**src/hw/rtl/psp_pkg.sv**
```systemverilog
package psp_pkg;

   localparam logic [7:0]  PAT_TABLE_ID    = 8'h00;
   localparam logic [7:0]  PRIV_LOW        = 8'h40;
   localparam logic [7:0]  PRIV_HIGH       = 8'hFE;
   localparam logic [7:0]  SYNTAX_MAX_ID   = 8'h02;
   localparam logic [31:0] CRC_POLY        = 32'h04C1_1DB7;
   localparam logic [11:0] MIN_SECTION_LEN = 12'd9;
   localparam logic [12:0] POS_LIMIT       = 13'd8191;
   localparam logic [11:0] LEN_RESET       = 12'd1021;

   localparam int FIFO_DEPTH = 4;
   localparam int PTR_W      = $clog2(FIFO_DEPTH);
   localparam int CNT_W      = $clog2(FIFO_DEPTH + 1);

   localparam logic KIND_ENTRY   = 1'b0;
   localparam logic KIND_SUMMARY = 1'b1;

   typedef enum logic [3:0] {
      ST_OK,
      ST_POINTER,
      ST_PRIVATE,
      ST_TRUNCATED,
      ST_SYNTAX,
      ST_TOO_LONG,
      ST_TABLE_ID,
      ST_TOO_SHORT,
      ST_CRC
   } psp_status_type;

   typedef struct packed {
      logic           kind;
      logic [15:0]    prog_num;
      logic [12:0]    map_pid;
      logic [15:0]    ts_ident;
      logic [4:0]     version;
      logic           current_next;
      logic [7:0]     section_index;
      logic [7:0]     final_section_index;
      logic [9:0]     entry_count;
      psp_status_type status;
      logic           last;
   } psp_rsp_type;

   function automatic logic [31:0] crc_byte(input logic [31:0] crc, input logic [7:0] data);
      logic [31:0] c;
      c = crc ^ {data, 24'd0};
      for (int i = 0; i < 8; i++) begin
         c = c[31] ? ((c << 1) ^ CRC_POLY) : (c << 1);
      end
      return c;
   endfunction

endpackage

```
**src/hw/rtl/pat_section_parser.sv**
```systemverilog
// channel | ports                                   | direction
// req     | req_valid, req_stall, req_data_byte ... | in, one payload byte a beat
// rsp     | rsp_valid, rsp_stall, rsp_kind ...      | out, entry or summary a beat
// csr     | csr_wr_en, csr_wr_data                  | in, max section length
//
// One byte a cycle while req_stall is low; each byte updates the section state
// in the cycle it is taken. Results go into a 4-entry output queue; a byte that
// ends an entry and the buffer pushes two beats, else at most one.
// req_stall rises while fewer than two queue slots are free.
// Reset is synchronous: queue empty, next byte taken as a pointer field.
module pat_section_parser (
   input  logic                   clock,
   input  logic                   reset,
   input  logic                   req_valid,
   output logic                   req_stall,
   input  logic [7:0]             req_data_byte,
   input  logic                   req_first_byte,
   input  logic                   req_last_byte,
   output logic                   rsp_valid,
   input  logic                   rsp_stall,
   output logic                   rsp_kind,
   output logic [15:0]            rsp_prog_num,
   output logic [12:0]            rsp_map_pid,
   output logic [15:0]            rsp_ts_ident,
   output logic [4:0]             rsp_version,
   output logic                   rsp_current_next,
   output logic [7:0]             rsp_section_index,
   output logic [7:0]             rsp_final_section_index,
   output logic [9:0]             rsp_entry_count,
   output logic [3:0]             rsp_status,
   output logic                   rsp_last,
   input  logic                   csr_wr_en,
   input  logic [11:0]            csr_wr_data
);
   import psp_pkg::*;

   logic [11:0]          max_len_ff;
   logic [12:0]          pos_ff, pos_in;
   logic [7:0]           skip_ff, skip_in;
   logic [7:0][7:0]      hdr_ff, hdr_in;
   logic [11:0]          len_ff, len_in;
   logic [31:0]          crc_ff, crc_in;
   logic [31:0]          crcf_ff, crcf_in;
   logic [31:0]          shift_ff, shift_in;
   psp_status_type       err_ff, err_in;

   psp_rsp_type          fifo_ff [FIFO_DEPTH];
   logic [PTR_W-1:0]     wr_ptr_ff, rd_ptr_ff;
   logic [CNT_W-1:0]     cnt_ff;

   logic                 accept, pop;
   logic [12:0]          idx, k, avail, crc_at;
   logic [11:0]          len_cur;
   logic [9:0]           ent_cnt, sum_cnt;
   logic                 hdr_ok, emit_entry;
   psp_status_type       sum_status;
   psp_rsp_type          entry_rsp, sum_rsp;

   assign accept    = req_valid && !req_stall;
   assign rsp_valid = (cnt_ff != '0);
   assign pop       = rsp_valid && !rsp_stall;
   assign req_stall = (cnt_ff > CNT_W'(FIFO_DEPTH - 2));

   assign hdr_ok = (err_ff == ST_OK) && (hdr_ff[0] == PAT_TABLE_ID) && hdr_ff[1][7]
                   && (len_ff <= max_len_ff) && (len_ff >= MIN_SECTION_LEN);

   always_comb begin
      idx        = req_first_byte ? '0 : pos_ff;
      k          = idx - 13'd1 - {5'd0, skip_ff};
      skip_in    = skip_ff;
      hdr_in     = hdr_ff;
      len_in     = len_ff;
      crc_in     = crc_ff;
      crcf_in    = crcf_ff;
      shift_in   = shift_ff;
      err_in     = err_ff;
      emit_entry = 1'b0;
      len_cur    = (k == 13'd2) ? {hdr_ff[1][3:0], req_data_byte} : len_ff;
      ent_cnt    = 10'((len_cur - MIN_SECTION_LEN) >> 2);
      crc_at     = 13'd8 + {1'b0, ent_cnt, 2'b00};
      if (idx == '0) begin
         skip_in  = req_data_byte;
         hdr_in   = '0;
         len_in   = '0;
         crc_in   = '1;
         crcf_in  = '0;
         shift_in = '0;
         err_in   = ST_OK;
      end else if (idx > {5'd0, skip_ff}) begin
         if (k < 13'd3 || k < {1'b0, len_ff} + 13'd3) begin
            if (k < 13'd8) begin
               hdr_in[k[2:0]] = req_data_byte;
            end
            if (k == 13'd1 && req_data_byte[6] && err_ff == ST_OK
                && !(hdr_ff[0] inside {[PRIV_LOW:PRIV_HIGH]})) begin
               err_in = ST_PRIVATE;
            end
            len_in = len_cur;
            if (k < 13'd3 || k + 13'd1 < {1'b0, len_cur}) begin
               crc_in = crc_byte(crc_ff, req_data_byte);
            end
            shift_in = {shift_ff[23:0], req_data_byte};
            if (k >= 13'd8 && len_cur >= MIN_SECTION_LEN) begin
               if (k >= crc_at && k < crc_at + 13'd4) begin
                  crcf_in = {crcf_ff[23:0], req_data_byte};
               end
               emit_entry = (k >= 13'd11) && (k[1:0] == 2'b11)
                            && (k < crc_at + 13'd3) && hdr_ok;
            end
         end
      end
   end

   always_comb begin
      avail   = idx - {5'd0, skip_in};
      sum_cnt = (len_in >= MIN_SECTION_LEN) ? 10'((len_in - MIN_SECTION_LEN) >> 2) : '0;
      if ({5'd0, skip_in} > idx) begin
         sum_status = ST_POINTER;
      end else if (err_in != ST_OK) begin
         sum_status = err_in;
      end else if (avail < 13'd3 || {1'b0, len_in} + 13'd3 > avail) begin
         sum_status = ST_TRUNCATED;
      end else if (hdr_in[0] <= SYNTAX_MAX_ID && !hdr_in[1][7]) begin
         sum_status = ST_SYNTAX;
      end else if (hdr_in[0] <= SYNTAX_MAX_ID && len_in > max_len_ff) begin
         sum_status = ST_TOO_LONG;
      end else if (hdr_in[0] != PAT_TABLE_ID) begin
         sum_status = ST_TABLE_ID;
      end else if (len_in < MIN_SECTION_LEN) begin
         sum_status = ST_TOO_SHORT;
      end else if (crc_in != crcf_in) begin
         sum_status = ST_CRC;
      end else begin
         sum_status = ST_OK;
      end
   end

   always_comb begin
      entry_rsp                = '0;
      entry_rsp.kind           = KIND_ENTRY;
      entry_rsp.prog_num       = shift_in[31:16];
      entry_rsp.map_pid        = shift_in[12:0];
      entry_rsp.status         = ST_OK;
      entry_rsp.last           = !req_last_byte;

      sum_rsp                     = '0;
      sum_rsp.kind                = KIND_SUMMARY;
      sum_rsp.ts_ident            = {hdr_in[3], hdr_in[4]};
      sum_rsp.version             = hdr_in[5][5:1];
      sum_rsp.current_next        = hdr_in[5][0];
      sum_rsp.section_index       = hdr_in[6];
      sum_rsp.final_section_index = hdr_in[7];
      sum_rsp.entry_count         = sum_cnt;
      sum_rsp.status              = sum_status;
      sum_rsp.last                = 1'b1;

      pos_in = req_last_byte ? '0 : ((idx < POS_LIMIT) ? idx + 13'd1 : POS_LIMIT);
   end

   always_ff @(posedge clock) begin
      if (reset) begin
         max_len_ff <= LEN_RESET;
         pos_ff     <= '0;
         err_ff     <= ST_OK;
         skip_ff    <= '0;
      end else begin
         if (csr_wr_en) begin
            max_len_ff <= csr_wr_data;
         end
         if (accept) begin
            pos_ff  <= pos_in;
            err_ff  <= err_in;
            skip_ff <= skip_in;
         end
      end
   end

   always_ff @(posedge clock) begin
      if (accept) begin
         hdr_ff   <= hdr_in;
         len_ff   <= len_in;
         crc_ff   <= crc_in;
         crcf_ff  <= crcf_in;
         shift_ff <= shift_in;
         if (emit_entry) begin
            fifo_ff[wr_ptr_ff] <= entry_rsp;
            if (req_last_byte) begin
               fifo_ff[wr_ptr_ff + PTR_W'(1)] <= sum_rsp;
            end
         end else if (req_last_byte) begin
            fifo_ff[wr_ptr_ff] <= sum_rsp;
         end
      end
   end

   always_ff @(posedge clock) begin
      if (reset) begin
         wr_ptr_ff <= '0;
         rd_ptr_ff <= '0;
         cnt_ff    <= '0;
      end else begin
         wr_ptr_ff <= wr_ptr_ff + (accept ? PTR_W'(emit_entry) + PTR_W'(req_last_byte) : '0);
         rd_ptr_ff <= rd_ptr_ff + PTR_W'(pop);
         cnt_ff    <= cnt_ff + (accept ? CNT_W'(emit_entry) + CNT_W'(req_last_byte) : '0)
                      - CNT_W'(pop);
      end
   end

   assign rsp_kind                = fifo_ff[rd_ptr_ff].kind;
   assign rsp_prog_num            = fifo_ff[rd_ptr_ff].prog_num;
   assign rsp_map_pid             = fifo_ff[rd_ptr_ff].map_pid;
   assign rsp_ts_ident            = fifo_ff[rd_ptr_ff].ts_ident;
   assign rsp_version             = fifo_ff[rd_ptr_ff].version;
   assign rsp_current_next        = fifo_ff[rd_ptr_ff].current_next;
   assign rsp_section_index       = fifo_ff[rd_ptr_ff].section_index;
   assign rsp_final_section_index = fifo_ff[rd_ptr_ff].final_section_index;
   assign rsp_entry_count         = fifo_ff[rd_ptr_ff].entry_count;
   assign rsp_status              = fifo_ff[rd_ptr_ff].status;
   assign rsp_last                = fifo_ff[rd_ptr_ff].last;

endmodule

```
**config.mk**
```make
export PLATFORM = sky130hd
export DESIGN_NAME = pat_section_parser
export DESIGN_NICKNAME = d
export VERILOG_FILES = /design/src/hw/rtl/psp_pkg.sv /design/src/hw/rtl/pat_section_parser.sv
export SDC_FILE = /design/constraint.sdc
export NUM_CORES = 1
export LEC_CHECK = 0
export BUFFER_PORTS_ARGS = -buffer_cell sky130_fd_sc_hd__buf_2
export CORE_ASPECT_RATIO = 0.6
export CORE_UTILIZATION = 40
export CTS_BUF_LIST = sky130_fd_sc_hd__clkbuf_16
export DETAILED_ROUTE_END_ITERATION = 10
export GPL_ROUTABILITY_DRIVEN = 0
export PLACE_DENSITY_LB_ADDON = 0.1
export SLEW_MARGIN = 5
export SYNTH_ARGS = -nofsm -noshare
export SYNTH_HDL_FRONTEND = slang
export SYNTH_SLANG_ARGS = --single-unit
```
**constraint.sdc**
```tcl
create_clock -name clock -period 20.1 [get_ports clock]
set_input_delay 6.03 -clock clock [delete_from_list [all_inputs] [get_ports clock]]
set_output_delay 6.03 -clock clock [all_outputs]
set_load 0.02 [all_outputs]
```
==> impl_metrics.py, run 1 <==
metrics = {
    "die": {
        "dieArea_um2": 77800,
        "start_util": 0.405,
        "die_h_um": 216,
        "core_area_um2": 75700,
        "fp.dieW_um": 359,
        "num_io_pins": 112,
        "rows": 78,
    },
    "global_route": {
        "gr-usage-all-layers": 0.247,
        "grt_pass1_wl_um": 147000,
        "first_global_vias": 23200,
        "antenna_found_initial": 2,
        "grt_busiest_layer": "met1",
        "globalRouteOverflowTotal": 0,
        "use_met3": 0.0587,
        "grt_use_met1": 0.378,
        "use_met2": 0.352,
        "grt_max_degree": 74,
    },
    "synthesis": {
        "netlist_instances": 2980,
        "synth_top_cell_by_area": "edfxtp_1",
        "syn_area_um2": 30700,
        "syn_avg_cell_area_um2": 10.3,
        "ys_ff_latch": 535,
        "yosysUniqueCellTypes": 96,
        "yosysSeqAreaShare": 0.469,
        "synth_edf_count": 367,
        "syn_nets": 3110,
        "synth.most_common_cell": "nor2_1",
        "ys_warn_count": 0,
        "yosys_most_used_dff": "edfxtp_1",
        "synthTopCellsByArea": "edfxtp_1 36%, dfxtp_1 11%, mux4_2 6.1%, mux2i_1 6.0%, nor2_1 6.0%",
        "async_reset_ff_frac": 0,
        "synthTopCellsByCount": "493 x nor2_1, 367 x edfxtp_1, 217 x nand2_1, 185 x mux2i_1, 168 x dfxtp_1",
        "yosysTopAreaCellShare": 0.359,
    },
    "route": {
        "wl_um": 96400,
        "dr.pass1.iters": 6,
        "post-route-drc-count": 0,
        "avgViaCountPerCell": 5.84,
        "ant_nets": 0,
        "vias": 23700,
        "wl_per_cell_um": 23.8,
        "drt-initial-drc-count": 2645,
    },
    "clock_network": {
        "cts_buffers": 53,
        "ctsHoldBuffers": 0,
        "clkLatencyLatePin_ns": 0.63,
        "cts_resized": 0,
        "post-cts-setup-buffers": 0,
        "clockBufferDepth": 3,
        "clock-root-buffer": "clkbuf_16",
        "htreeDepth": 2,
        "cts_tree": "built",
        "cts_num_sinks": 535,
        "clkTransAtPathRegs_ns": 0.07,
    },
    "critical_path": {
        "cp_max_fo": 51,
        "required_ns": 20.44,
        "cp-end-kind": "flop",
        "crit_path_start_kind": "primary input",
        "critical_path.slowest_cell": "a21bo_2",
        "path_class": "in -> reg",
        "rrSetupSlack_ns": 9.60,
        "worst_ep_arrival_time_ns": 16.28,
        "slowest_delay_ns": 0.73,
    },
    "power": {
        "powerDensity_nw_per_um2": 97.7,
        "leakagePower_nw": 13.8,
        "power.total_w": 0.00332,
        "vdd_drop_max_uv": 68.5,
    },
    "final_layout": {
        "drive_above_1_share": 0.145,
        "final_cells": 4053,
        "nets": 3137,
        "fill_cells": 7194,
        "final_cell_area_um2": 34000,
        "area_delta_synth_final_pct": 11.0,
    },
    "sta": {
        "tightest_slew_ns": 1.18,
        "fin_crit_ns": 15.94,
        "maxSlewViolCount": 0,
        "period_share": 0.793,
        "tns_ns": 0,
        "relSlewSlack": 0.205,
        "hold_viol": 0,
        "finalClockSkew_ns": 0.0288,
        "setup_viol": 0,
        "rsz0062_at_grt": "no",
        "max_freq_mhz": 62.7,
    },
    "placement": {
        "hpwl_um": 63000,
        "placed_area_um2": 32200,
        "io_buffers": 111,
        "dp_cells": 3952,
    },
    "run": {
        "drv_cap": 0,
    },
    "run_status": {
        "status": "complete, no violations",
    },
    "hold_path": {
        "hp-class": "reg -> reg",
    },
}
report_power, final:
group	switching, W	internal, W
clock network	0.000460	0.000590
registers	0.0000885	0.00128
logic	0.000565	0.000339
total	0.00111	0.00221
worst paths after layout:
check,startpoint,end,cells after the start
worst max-delay path,req_first_byte,fifo_ff[3][4],37
worst min-delay path,fifo_ff[0][82],fifo_ff[0][82],2
worst max register to register,pos_ff[0],fifo_ff[3][4],35
worst min register to register,fifo_ff[0][82],fifo_ff[0][82],2
logic make-up (layout without fill, tap and decap cells):
group / count (synthesis) / in the layout / share of synthesized area
buf+inv: 314 / 386 / 0.0409
mux: 307 / 307 / 0.136
fa+ha+maj: 107 / 107 / 0.0436
simple gates: 1095 / 1095 / 0.165
other cells: 0 / 1 / 0
compound gates: 465 / 465 / 0.100
xor+xnor: 157 / 157 / 0.0458
flops: 535 / 535 / 0.469
registers in the layout, indices dropped and copies added (netlist names):
signal and flops:
crcf_ff 32, rd_ptr_ff 2, wr_ptr_ff 2, hdr_ff 51, skip_ff 8, crc_ff 32, shift_ff 32, len_ff 12
fifo_ff 332, cnt_ff 3, pos_ff 13, err_ff 4, max_len_ff 12
worst max-delay path: cells and delay by family:
| kind | cells | cell delay, ns |
|---|---|---|
| mux | 1 | 0.46 |
| fa+ha+maj | 3 | 0.90 |
| buf+inv | 5 | 1.04 |
| xor+xnor | 3 | 0.63 |
| compound gates | 9 | 2.80 |
| simple gates | 16 | 4.35 |
final cells by class:
type,instances,area [um2],area share
inverters,120,455,0.0134
clock buffers,55,1380,0.0405
clock inverters,45,434,0.0128
flip-flops and latches,535,14400,0.423
multi-input cells,2131,15100,0.445
diodes,1,2.50,0.0000736
repair buffers,166,968,0.0285
well taps,1000,1250,0.0368
through the flow:
step | hold slack [ns] | worst slack, ns | utilization
after floorplan | 0.418 | 3.02 | -
after global placement | 0.432 | 4.09 | 0.425
after detailed placement | 0.436 | 3.78 | 0.425
after CTS | 0.445 | 4.39 | 0.449
after global routing | 0.459 | 3.34 | 0.449
final | 0.446 | 4.16 | 0.449
layout by cell type (no fill, tap or decap), types with 11 or more instances in the layout:
cell / n
mux2i_1: 185
nand2b_1: 18
nand3_1: 54
o21ai_0: 94
xor2_1: 42
a211oi_1: 25
nand2_1: 214
mux4_2: 83
and2_1: 11
clkbuf_16: 55
xnor2_1: 113
a21oi_1: 135
ha_1: 102
or2_2: 26
nand4_1: 30
o211ai_1: 20
nor4_1: 24
clkinv_2: 15
or3_1: 17
buf_4: 55
nor3_1: 91
mux2_2: 37
nor2b_1: 31
and3_1: 20
dfxtp_1: 166
buf_2: 111
inv_1: 127
o21a_1: 33
edfxtp_1: 367
a21o_1: 26
nor2_1: 491
routing by layer:
metal | vias to the layer above | routed length (um)
li1 | 10800 | -
met1 | 11800 | 46900
met2 | 930 | 39300
met3 | 104 | 8690
met4 | 0 | 1520
met5 | - | 0
No activity file was read; power rests on OpenSTA's default activity.
==> run 2, diff against run 1 <==
- clock period: 20.1 -> 14.5 ns (I/O delays scaled with it)
==> run 2 against run 1 <==
  * Sequential share of layout area fell by 0.15 points
  * Worst setup slack got worse by 3.2 ns
  * Hold slack improved by 0.0019 ns
  * Global-route usage barely moved
  * Sequential power rose by 39%
  * Critical path type unchanged
  * Largest power group unchanged
==> impl_metrics.py, run 2 (synthesized netlist as in run 1, its figures left out) <==
metrics = {
    "critical_path": {
        "cp_max_fo": 37,
        "cp_common_cell": "buf_4",
        "slowest_delay_ns": 0.70,
        "crit_family": "simple AND/OR/NAND/NOR gates",
        "cp-end-kind": "flop",
        "critical_path.slowest_cell": "or4_1",
        "crit_buf_inv": 8,
        "required_ns": 14.85,
        "crit_path_start_kind": "primary input",
        "path_class": "in -> reg",
        "worst_ep_arrival_time_ns": 13.93,
    },
    "placement": {
        "io_buffers": 111,
        "hpwl_um": 63900,
        "placed_area_um2": 32400,
    },
    "clock_network": {
        "htreeDepth": 2,
        "ctsHoldBuffers": 0,
        "clock-root-buffer": "clkbuf_16",
        "clkTransAtPathRegs_ns": 0.07,
        "cts_resized": 0,
        "cts_num_sinks": 535,
        "cts_tree": "built",
        "post-cts-setup-buffers": 0,
        "clkLatencyLatePin_ns": 0.63,
        "clockBufferDepth": 3,
        "cts_buffers": 52,
    },
    "final_layout": {
        "final_core_util": 0.451,
        "multi_input_comb_area_um2": 15100,
        "final_cell_area_um2": 34100,
        "largest_reg_flops": 332,
        "regMostFlops": "fifo_ff",
        "layout_commonest_cell": "nor2_1",
        "fill_cells": 7104,
        "layout_common_cells": "491 x nor2_1, 367 x edfxtp_1, 214 x nand2_1",
        "area.sequential_um2": 14400,
        "largestRegisters": "fifo_ff (332), hdr_ff (51)",
        "nets": 3150,
        "drive_above_1_share": 0.145,
        "antennaDiodeCount": 0,
        "area_delta_synth_final_pct": 11.3,
    },
    "sta": {
        "finalClockSkew_ns": 0.0427,
        "relSlewSlack": 0.256,
        "setup_viol": 0,
        "hold_viol": 0,
        "maxSlewViolCount": 0,
        "tns_ns": 0,
        "tightest_slew_ns": 1.11,
        "rsz0062_at_grt": "no",
        "fin_crit_ns": 13.58,
        "holdWs_ns": 0.448,
        "period_share": 0.937,
        "max_freq_mhz": 73.6,
    },
    "route": {
        "post-route-drc-count": 0,
        "drt-initial-drc-count": 2542,
        "wl_per_cell_um": 23.8,
        "vias": 23600,
        "ant_nets": 0,
        "dr.pass1.iters": 6,
        "avgViaCountPerCell": 5.80,
        "wl_um": 96500,
    },
    "global_route": {
        "grt_pass1_wl_um": 147000,
        "antenna_found_initial": 2,
        "grt_max_degree": 74,
        "globalRouteOverflowTotal": 0,
        "gr-usage-all-layers": 0.247,
        "first_global_vias": 23000,
    },
    "power": {
        "powerDensity_nw_per_um2": 133,
        "power.total_w": 0.00455,
        "leakagePower_nw": 13.8,
        "vdd_drop_max_uv": 83.7,
    },
    "die": {
        "num_io_pins": 112,
        "dieArea_um2": 77800,
        "fp.dieW_um": 359,
        "core_area_um2": 75700,
        "die_h_um": 216,
        "rows": 78,
        "start_util": 0.405,
    },
    "hold_path": {
        "hp-class": "reg -> reg",
    },
    "run": {
        "drv_cap": 0,
    },
    "run_status": {
        "status": "complete, no violations",
    },
}
run 2: changes by cell type in the layout (fill, tap and decap cells not counted), sizes merged:
cell,previous run,this run
bufinv,7,6
clkinvlp,3,2
diode,1,0
buf,166,180
clkbuf,55,53
run 2: final timing paths:
kind	startpoint	to	slack (ns)	cells past startpoint
worst max-delay path	req_first_byte	fifo_ff[1][4]	0.92	37
worst min-delay path	fifo_ff[2][82]	fifo_ff[2][82]	0.45	2
worst max register to register	pos_ff[0]	fifo_ff[1][4]	4.43	36
worst min register to register	fifo_ff[2][82]	fifo_ff[2][82]	0.45	2
run 2: metrics by stage:
step	cells	setup WS, ns
CTS	4062	1.04
finish	4062	0.920
detailed placement	3966	0.379
floorplan	2980	0.510
global route	4062	0.214
global placement	3966	0.673
run 2: area by class of cell:
type / count / share of cell area
Clock buffer: 53 / 0.0389
Multi-Input combinational cell: 2131 / 0.443
Inverter: 120 / 0.0133
Timing Repair Buffer: 180 / 0.0351
Tap cell: 1000 / 0.0367
Sequential cell: 535 / 0.422
Clock inverter: 43 / 0.0110
run 2: tightest hold or removal path: cells and delay by family (launching register included):
family | cells | cell delay, ns
flip-flops | 1 | 0.31
AND/OR/NAND/NOR | 2 | 0.10
run 2: where the power goes:
| part | leakage [nW] | internal (W) | total [W] | switching [W] |
|---|---|---|---|---|
| clock | 0.857 | 0.000773 | 0.00139 | 0.000618 |
| sequential | 4.94 | 0.00178 | 0.00190 | 0.000122 |
| combinational | 8.03 | 0.000477 | 0.00126 | 0.000781 |
| total | 13.8 | 0.00302 | 0.00455 | 0.00152 |
run 2: layer usage:
metal  track usage  up-vias  wire length [um]
met5             0        -                 0
met2         0.355      923             39900
li1              -    10900                 -
met3        0.0448       95              8030
met1         0.385    11700             47100
met4        0.0456        0              1470
